===== config.mk =====
export PLATFORM = sky130hd
export DESIGN_NAME = lru_key_value_cache_core
export DESIGN_NICKNAME = d
export VERILOG_FILES = /design/src/design/lkv_pkg.sv /design/src/design/lru_key_value_cache_core.sv /design/src/design/lkv_cell.sv
export SDC_FILE = /design/constraint.sdc
export NUM_CORES = 1
export LEC_CHECK = 0
export BUFFER_PORTS_ARGS = -buffer_cell sky130_fd_sc_hd__buf_2
export CELL_PAD_IN_SITES_DETAIL_PLACEMENT = 1
export CELL_PAD_IN_SITES_GLOBAL_PLACEMENT = 1
export CORE_UTILIZATION = 55
export CTS_CLUSTER_DIAMETER = 30
export DETAILED_ROUTE_END_ITERATION = 7
export HOLD_SLACK_MARGIN = 0.15
export PLACE_DENSITY = 0.82
export SLEW_MARGIN = 20
export SYNTH_ARGS = -nofsm -noshare
export SYNTH_HDL_FRONTEND = slang
export SYNTH_SLANG_ARGS = --single-unit

===== constraint.sdc =====
create_clock -name i_clk -period 19.59 [get_ports i_clk]
set_clock_uncertainty 0.1 [all_clocks]
set_input_delay 0 -clock i_clk [delete_from_list [all_inputs] [get_ports i_clk]]
set_output_delay 0 -clock i_clk [all_outputs]
set_load 0.1 [all_outputs]

===== src/design/lkv_pkg.sv =====
// ----------------------------------------------------------------------------
// lkv_pkg
// shared types and constants of the lru key-value cache
// ----------------------------------------------------------------------------
package lkv_pkg;

    // number of cells in the recency chain
    localparam int MAX_ENTRIES = 16;

    localparam int KEY_W = 32;
    localparam int VAL_W = 32;
    localparam int CFG_W = 5;
    localparam int CNT_W = $clog2(MAX_ENTRIES + 1);
    localparam int CMP_W = (CFG_W > CNT_W) ? CFG_W : CNT_W;

    localparam logic [CFG_W-1:0] CAP_RESET = CFG_W'(16);

    // operation codes
    localparam logic OP_GET = 1'b0;
    localparam logic OP_PUT = 1'b1;

    // request transaction
    typedef struct packed {
        logic                    operation;
        logic signed [KEY_W-1:0] key;
        logic signed [VAL_W-1:0] value;
    } t_lkv_in;

    // response transaction
    typedef struct packed {
        logic                    hit;
        logic signed [VAL_W-1:0] read_value;
    } t_lkv_out;

    // one stored entry, also what a cell hands to its neighbor
    typedef struct packed {
        logic                    valid;
        logic signed [KEY_W-1:0] key;
        logic signed [VAL_W-1:0] value;
    } t_lkv_entry;

    // broadcast control from the sequencer to every cell
    typedef struct packed {
        logic lookup;
        logic update;
        logic put;
        logic active;
    } t_lkv_ctrl;

endpackage


===== src/design/lru_key_value_cache_core.sv =====
// ----------------------------------------------------------------------------
// lru_key_value_cache_core
// fully associative key-value cache with least-recently-used replacement
// ----------------------------------------------------------------------------
// Requests enter on i_in (operation, key, value) with i_in_valid / o_in_stall.
// A get returns one transaction on o_out (hit, read_value) with o_out_valid /
// i_out_stall; a miss returns hit low and read_value all ones. A put returns
// nothing. Capacity is written on i_cfg_data with i_cfg_valid / o_cfg_ready,
// ready is always high; write it only while the cache is idle.
// A request is accepted in ST_IDLE: the accept edge loads the compare result
// into every cell, then the update in ST_UPDATE shifts the recency chain.
// A new request is accepted only once the previous one has shifted the chain;
// the chain of cells is the limit, since the compare for a request must see
// the entries the previous one left. A get result is registered at the update.
// When a get result is due while the output register is full and stalled,
// the update waits and o_in_stall stays high until the register drains.
// Reset (synchronous, active low) clears all entries and sets capacity to
// 16; no clearing pass is needed.
// ----------------------------------------------------------------------------
module lru_key_value_cache_core (
    input  logic                             i_clk,
    input  logic                             i_rst_n,
    input  logic                             i_in_valid,
    output logic                             o_in_stall,
    input  lkv_pkg::t_lkv_in                 i_in,
    output logic                             o_out_valid,
    input  logic                             i_out_stall,
    output lkv_pkg::t_lkv_out                o_out,
    input  logic                             i_cfg_valid,
    output logic                             o_cfg_ready,
    input  logic [lkv_pkg::CFG_W-1:0]        i_cfg_data
);
    import lkv_pkg::*;

    localparam logic ST_IDLE   = 1'b0;
    localparam logic ST_UPDATE = 1'b1;

    logic                    r_state;
    logic                    n_state;
    t_lkv_in                 r_req;
    logic [CFG_W-1:0]        r_cap;
    logic                    r_out_valid;
    t_lkv_out                r_out;

    logic                    w_accept;
    logic                    w_go;
    logic [CMP_W-1:0]        w_cap_eff;
    logic [MAX_ENTRIES-1:0]  w_keep;
    t_lkv_ctrl               w_ctrl;
    t_lkv_entry              w_head;
    t_lkv_entry              w_chain [MAX_ENTRIES+1];
    logic                    w_found [MAX_ENTRIES+1];
    logic signed [VAL_W-1:0] w_sel   [MAX_ENTRIES+1];

    // handshakes
    assign o_in_stall  = (r_state == ST_UPDATE);
    assign o_cfg_ready = 1'b1;
    assign w_accept    = i_in_valid && !o_in_stall;
    assign w_go        = !((r_req.operation == OP_GET) && r_out_valid && i_out_stall);

    // sequencer
    always_comb begin
        n_state = r_state;
        unique case (r_state)
            ST_IDLE:   if (w_accept) n_state = ST_UPDATE;
            ST_UPDATE: if (w_go) n_state = ST_IDLE;
            default:   n_state = ST_IDLE;
        endcase
    end

    always_ff @(posedge i_clk) begin
        if (!i_rst_n) begin
            r_state <= ST_IDLE;
        end else begin
            r_state <= n_state;
        end
    end

    // request register
    always_ff @(posedge i_clk) begin
        if (w_accept) begin
            r_req <= i_in;
        end
    end

    // capacity register
    always_ff @(posedge i_clk) begin
        if (!i_rst_n) begin
            r_cap <= CAP_RESET;
        end else if (i_cfg_valid && o_cfg_ready) begin
            r_cap <= i_cfg_data;
        end
    end

    // capacity clamped to one .. MAX_ENTRIES
    always_comb begin
        priority if (r_cap == '0) begin
            w_cap_eff = CMP_W'(1);
        end else if (CMP_W'(r_cap) > CMP_W'(MAX_ENTRIES)) begin
            w_cap_eff = CMP_W'(MAX_ENTRIES);
        end else begin
            w_cap_eff = CMP_W'(r_cap);
        end
    end

    // slots below the capacity survive a put
    always_comb begin
        for (int i = 0; i < MAX_ENTRIES; i++) begin
            w_keep[i] = (CMP_W'(i) < w_cap_eff);
        end
    end

    // broadcast control
    assign w_ctrl.lookup = w_accept;
    assign w_ctrl.update = (r_state == ST_UPDATE) && w_go;
    assign w_ctrl.put    = (r_req.operation == OP_PUT);
    assign w_ctrl.active = (r_req.operation == OP_PUT) || w_found[MAX_ENTRIES];

    // new most recently used entry fed into the head of the chain
    assign w_head.valid = 1'b1;
    assign w_head.key   = r_req.key;
    assign w_head.value = (r_req.operation == OP_PUT) ? r_req.value : w_sel[MAX_ENTRIES];

    assign w_chain[0] = w_head;
    assign w_found[0] = 1'b0;
    assign w_sel[0]   = '0;

    // recency chain, slot 0 is most recently used
    for (genvar g = 0; g < MAX_ENTRIES; g++) begin : g_cell
        lkv_cell u_cell (
            .i_clk   (i_clk),
            .i_rst_n (i_rst_n),
            .i_ctrl  (w_ctrl),
            .i_key   (i_in.key),
            .i_keep  (w_keep[g]),
            .i_prev  (w_chain[g]),
            .o_entry (w_chain[g+1]),
            .i_found (w_found[g]),
            .o_found (w_found[g+1]),
            .i_sel   (w_sel[g]),
            .o_sel   (w_sel[g+1])
        );
    end

    // output register
    always_ff @(posedge i_clk) begin
        if (!i_rst_n) begin
            r_out_valid <= 1'b0;
        end else if (w_ctrl.update && (r_req.operation == OP_GET)) begin
            r_out_valid <= 1'b1;
        end else if (r_out_valid && !i_out_stall) begin
            r_out_valid <= 1'b0;
        end
    end

    always_ff @(posedge i_clk) begin
        if (w_ctrl.update && (r_req.operation == OP_GET)) begin
            r_out.hit        <= w_found[MAX_ENTRIES];
            r_out.read_value <= w_found[MAX_ENTRIES] ? w_sel[MAX_ENTRIES] : '1;
        end
    end

    assign o_out_valid = r_out_valid;
    assign o_out       = r_out;

endmodule


===== src/design/lkv_cell.sv =====
// ----------------------------------------------------------------------------
// lkv_cell
// one slot of the recency chain: holds an entry, compares it against the
// lookup key and takes its neighbor's entry when the chain shifts
// ----------------------------------------------------------------------------
module lkv_cell (
    input  logic                              i_clk,
    input  logic                              i_rst_n,
    input  lkv_pkg::t_lkv_ctrl                i_ctrl,
    input  logic signed [lkv_pkg::KEY_W-1:0]  i_key,
    input  logic                              i_keep,
    input  lkv_pkg::t_lkv_entry               i_prev,
    output lkv_pkg::t_lkv_entry               o_entry,
    input  logic                              i_found,
    output logic                              o_found,
    input  logic signed [lkv_pkg::VAL_W-1:0]  i_sel,
    output logic signed [lkv_pkg::VAL_W-1:0]  o_sel
);
    import lkv_pkg::*;

    logic                    r_valid;
    logic                    r_match;
    logic signed [KEY_W-1:0] r_key;
    logic signed [VAL_W-1:0] r_value;
    logic                    w_shift;

    // slots up to and including the hit slot take the neighbor's entry
    assign w_shift = i_ctrl.update && i_ctrl.active && !i_found;

    // valid and match flags
    always_ff @(posedge i_clk) begin
        if (!i_rst_n) begin
            r_valid <= 1'b0;
            r_match <= 1'b0;
        end else begin
            if (i_ctrl.lookup) begin
                r_match <= r_valid && (r_key == i_key);
            end
            if (w_shift) begin
                r_valid <= i_prev.valid;
            end
            // a put trims the chain to the capacity
            if (i_ctrl.update && i_ctrl.put && !i_keep) begin
                r_valid <= 1'b0;
            end
        end
    end

    // entry payload
    always_ff @(posedge i_clk) begin
        if (w_shift) begin
            r_key   <= i_prev.key;
            r_value <= i_prev.value;
        end
    end

    // hit chain and one-hot value select
    assign o_found = i_found || r_match;
    assign o_sel   = i_sel | (r_match ? r_value : '0);

    assign o_entry.valid = r_valid;
    assign o_entry.key   = r_key;
    assign o_entry.value = r_value;

endmodule


==> flow_summary.yaml <==
sta:
  min_period_over_period_pct: 25.6
  tightest_slew_ns: 1.39
  final.setup.tns_ns: 0
  rsz0062_at_grt: "no"
  hold_ws_ns: 0.243
  final-setup-viol-count: 0
  fmax_mhz: 199
  fin_crit_ns: 5.02
  slew_headroom_pct: 6.78
  hold_viol: 0
  setup_slack_ns: 14.57
  maxSlewViolCount: 0
die:
  placeableCoreArea_um2: 80500
  die_h_um: 287
  dieWidth_um: 287
  io_pins: 111
  start_util_pct: 55.5
  fp-row-count: 104
  dieArea_um2: 82500
route:
  via_count: 30090
  drc: 0
  drt_iter0_markers: 5374
  routed_wl_um: 180000
  firstDrtPassIters: 7
  wire_per_inst_um: 43.3
  ant_nets: 0
  via_per_inst: 7.22
synthesis:
  synth_ff_type: "edfxtp_1"
  synth_fp_nets: 2683
  synth_common_cells: "1122 x edfxtp_1, 288 x xnor2_1, 224 x xor2_1"
  async_reset_ff_share_pct: 0
  synth_edf_count: 1122
  ys_warn_count: 0
  synth.top_cell.area_share_pct: 75.3
  synth_area_leaders: "edfxtp_1 75%, xnor2_1 5.6%, xor2_1 4.4%"
  ys_ff_latch: 1161
  ys_seq_area_share_pct: 77.1
  yosys.area.top_type: "edfxtp_1"
  synth.most_common_cell: "edfxtp_1"
  postSynthAreaPerCell_um2: 17.2
  synthCells: 2608
  synth_cell_types: 46
  netlist_area_um2: 44700
place:
  post-place-ws_ns: 15.48
  port_buffers: 109
  globalplace.congestion: 0.910
  hpwl_um: 79700
outcome:
  outcome: "complete, no violations"
global_route:
  top_usage_layer: "met2"
  grt_pass1_wl_um: 234000
  globalRouteMet3Util_pct: 11.0
  antenna_found_initial: 3
  track_usage_pct: 40.6
  use_met2_pct: 65.7
  grt_remaining_overflow: 0
  grtUsageMet1_pct: 48.0
  grt_max_degree: 67
  first_global_vias: 30946
cts:
  cts_tree: "done"
  cts_root_buf: "clkbuf_16"
  htreeDepth: 4
  path_clk_slew_ns: 0.07
  cts_setup_buffers: 0
  cts_buffers: 192
  clk_latency_ns: 0.82
  cts_sinks: 1161
  cts_buffer_depth: 3
critical_path:
  crit_fanout: 52
  crit_required_ns: 20.17
  r2r_setup_slack_ns: 14.57
  endpoint_kind: "flop"
  crit_arrival_ns: 5.59
  crit_type: "reg2reg"
  start_kind: "flop"
layout:
  layout-drive-gt1-share_pct: 16.6
  nNetsFinal: 3016
  final_core_util_pct: 67.5
  syn2layout_area_growth_pct: 21.6
power_and_ir_drop:
  powerDensity_nw_per_um2: 126
  leakage_nw: 18.0
  ir_drop_uv: 116
  power_w: 0.00685
hold_path:
  hp-class: "in2reg"
flow_run:
  maxCapViolCount: 0
==> state kept, by name, summed over array words and instances, names as in the netlist <==
| name | count |
|---|---|
| r_cap | 5 |
| g_cell.u_cell.r_value | 512 |
| g_cell.u_cell.r_valid | 16 |
| o_out | 33 |
| g_cell.u_cell.r_match | 16 |
| r_req | 65 |
| g_cell.u_cell.r_key | 512 |
| o_out_valid | 1 |
| o_in_stall | 1 |
==> cell type report <==
cell class	instances	area, um^2
repair buffers	286	2230
multi-input cells	1264	9650
diodes	2	5.00
flip-flops and latches	1161	34500
inverters	36	135
clock buffers	221	4940
clock inverters	135	1600
well taps	1060	1330
fillers	6556	26200
==> power by group <==
part	switching (W)	internal, W	leakage [nW]
combinational	0.000203	0.0000863	4.30
clock	0.00149	0.00217	3.12
sequential	0.0000817	0.00282	10.5
total	0.00177	0.00508	18.0
==> stage by stage <==
stage | cell area (um^2) | instances
after CTS | 54300 | 4161
after floorplan | 44700 | 2608
final | 54400 | 4165
after detailed placement | 46500 | 3677
after global routing | 54400 | 4163
after global placement | 46500 | 3677
==> worst paths after layout <==
kind                  startpoint                                    end  cells past startpoint
max          r_req[64]$_DFFE_PP_  g_cell[6].u_cell.r_valid$_SDFFE_PP0P_                      7
min                     i_in[55]                    r_req[55]$_DFFE_PP_                      3
max reg2reg  r_req[64]$_DFFE_PP_  g_cell[6].u_cell.r_valid$_SDFFE_PP0P_                      7
min reg2reg  r_req[50]$_DFFE_PP_   g_cell[0].u_cell.r_key[18]$_DFFE_PP_                      0
==> cells in the final DEF (no fill, tap or decap), types with 5 or more instances in the layout <==
cell	instances
edfxtp_1	1122
buf_2	109
nand2_1	56
nor2b_1	6
a22o_1	64
clkinv_4	20
xnor2_1	288
nor2_4	6
nand3_1	67
dfxtp_2	15
nor3_1	19
bufinv_16	25
clkinv_1	18
or2_2	5
nor2_1	54
a22oi_1	128
a21oi_1	7
xor2_1	224
clkinvlp_4	25
clkbuf_16	193
dfxtp_1	24
nor4_1	71
a221oi_1	64
inv_6	21
inv_1	33
clkinv_2	17
mux2i_1	52
buf_4	47
o21ai_0	22
nand4_1	98
clkbuf_1	27
dlygate4sd3_1	128
==> critical path, cell delays in order (launching register included) <==
cell and delay, ns:
edfxtp_1 0.35, buf_4 0.78, nand3b_1 0.40, nand4_1 0.73, a211oi_4 1.18, buf_4 0.79, mux2i_1 0.34, nor2_1 0.12
==> kinds of logic (layout without fill, tap and decap cells) <==
kind of cell           Yosys count  after routing  synth area share [%]
flip-flops                    1161           1161                  77.1
XOR/XNOR                       512            512                  10.0
AND/OR/NAND/NOR                401            401                  4.84
AO/OA/AOI/OAI                  298            298                  5.22
buffers and inverters          183            678                  1.67
multiplexers                    52             52                  1.16
other                            1              3               0.00838
==> what timing repair did <==
item	CTS	global route
gates resized for setup	0	0
hold endpoints to repair	107	0
setup endpoints to repair	0	0
hold buffers	128	0
==> metal layers <==
metal	wire length, um	vias to the layer above
met5	27	-
met4	16300	4
met3	24100	1088
met2	83500	3442
met1	56400	14785
li1	-	10771
No activity file was read; power rests on OpenSTA's default activity.
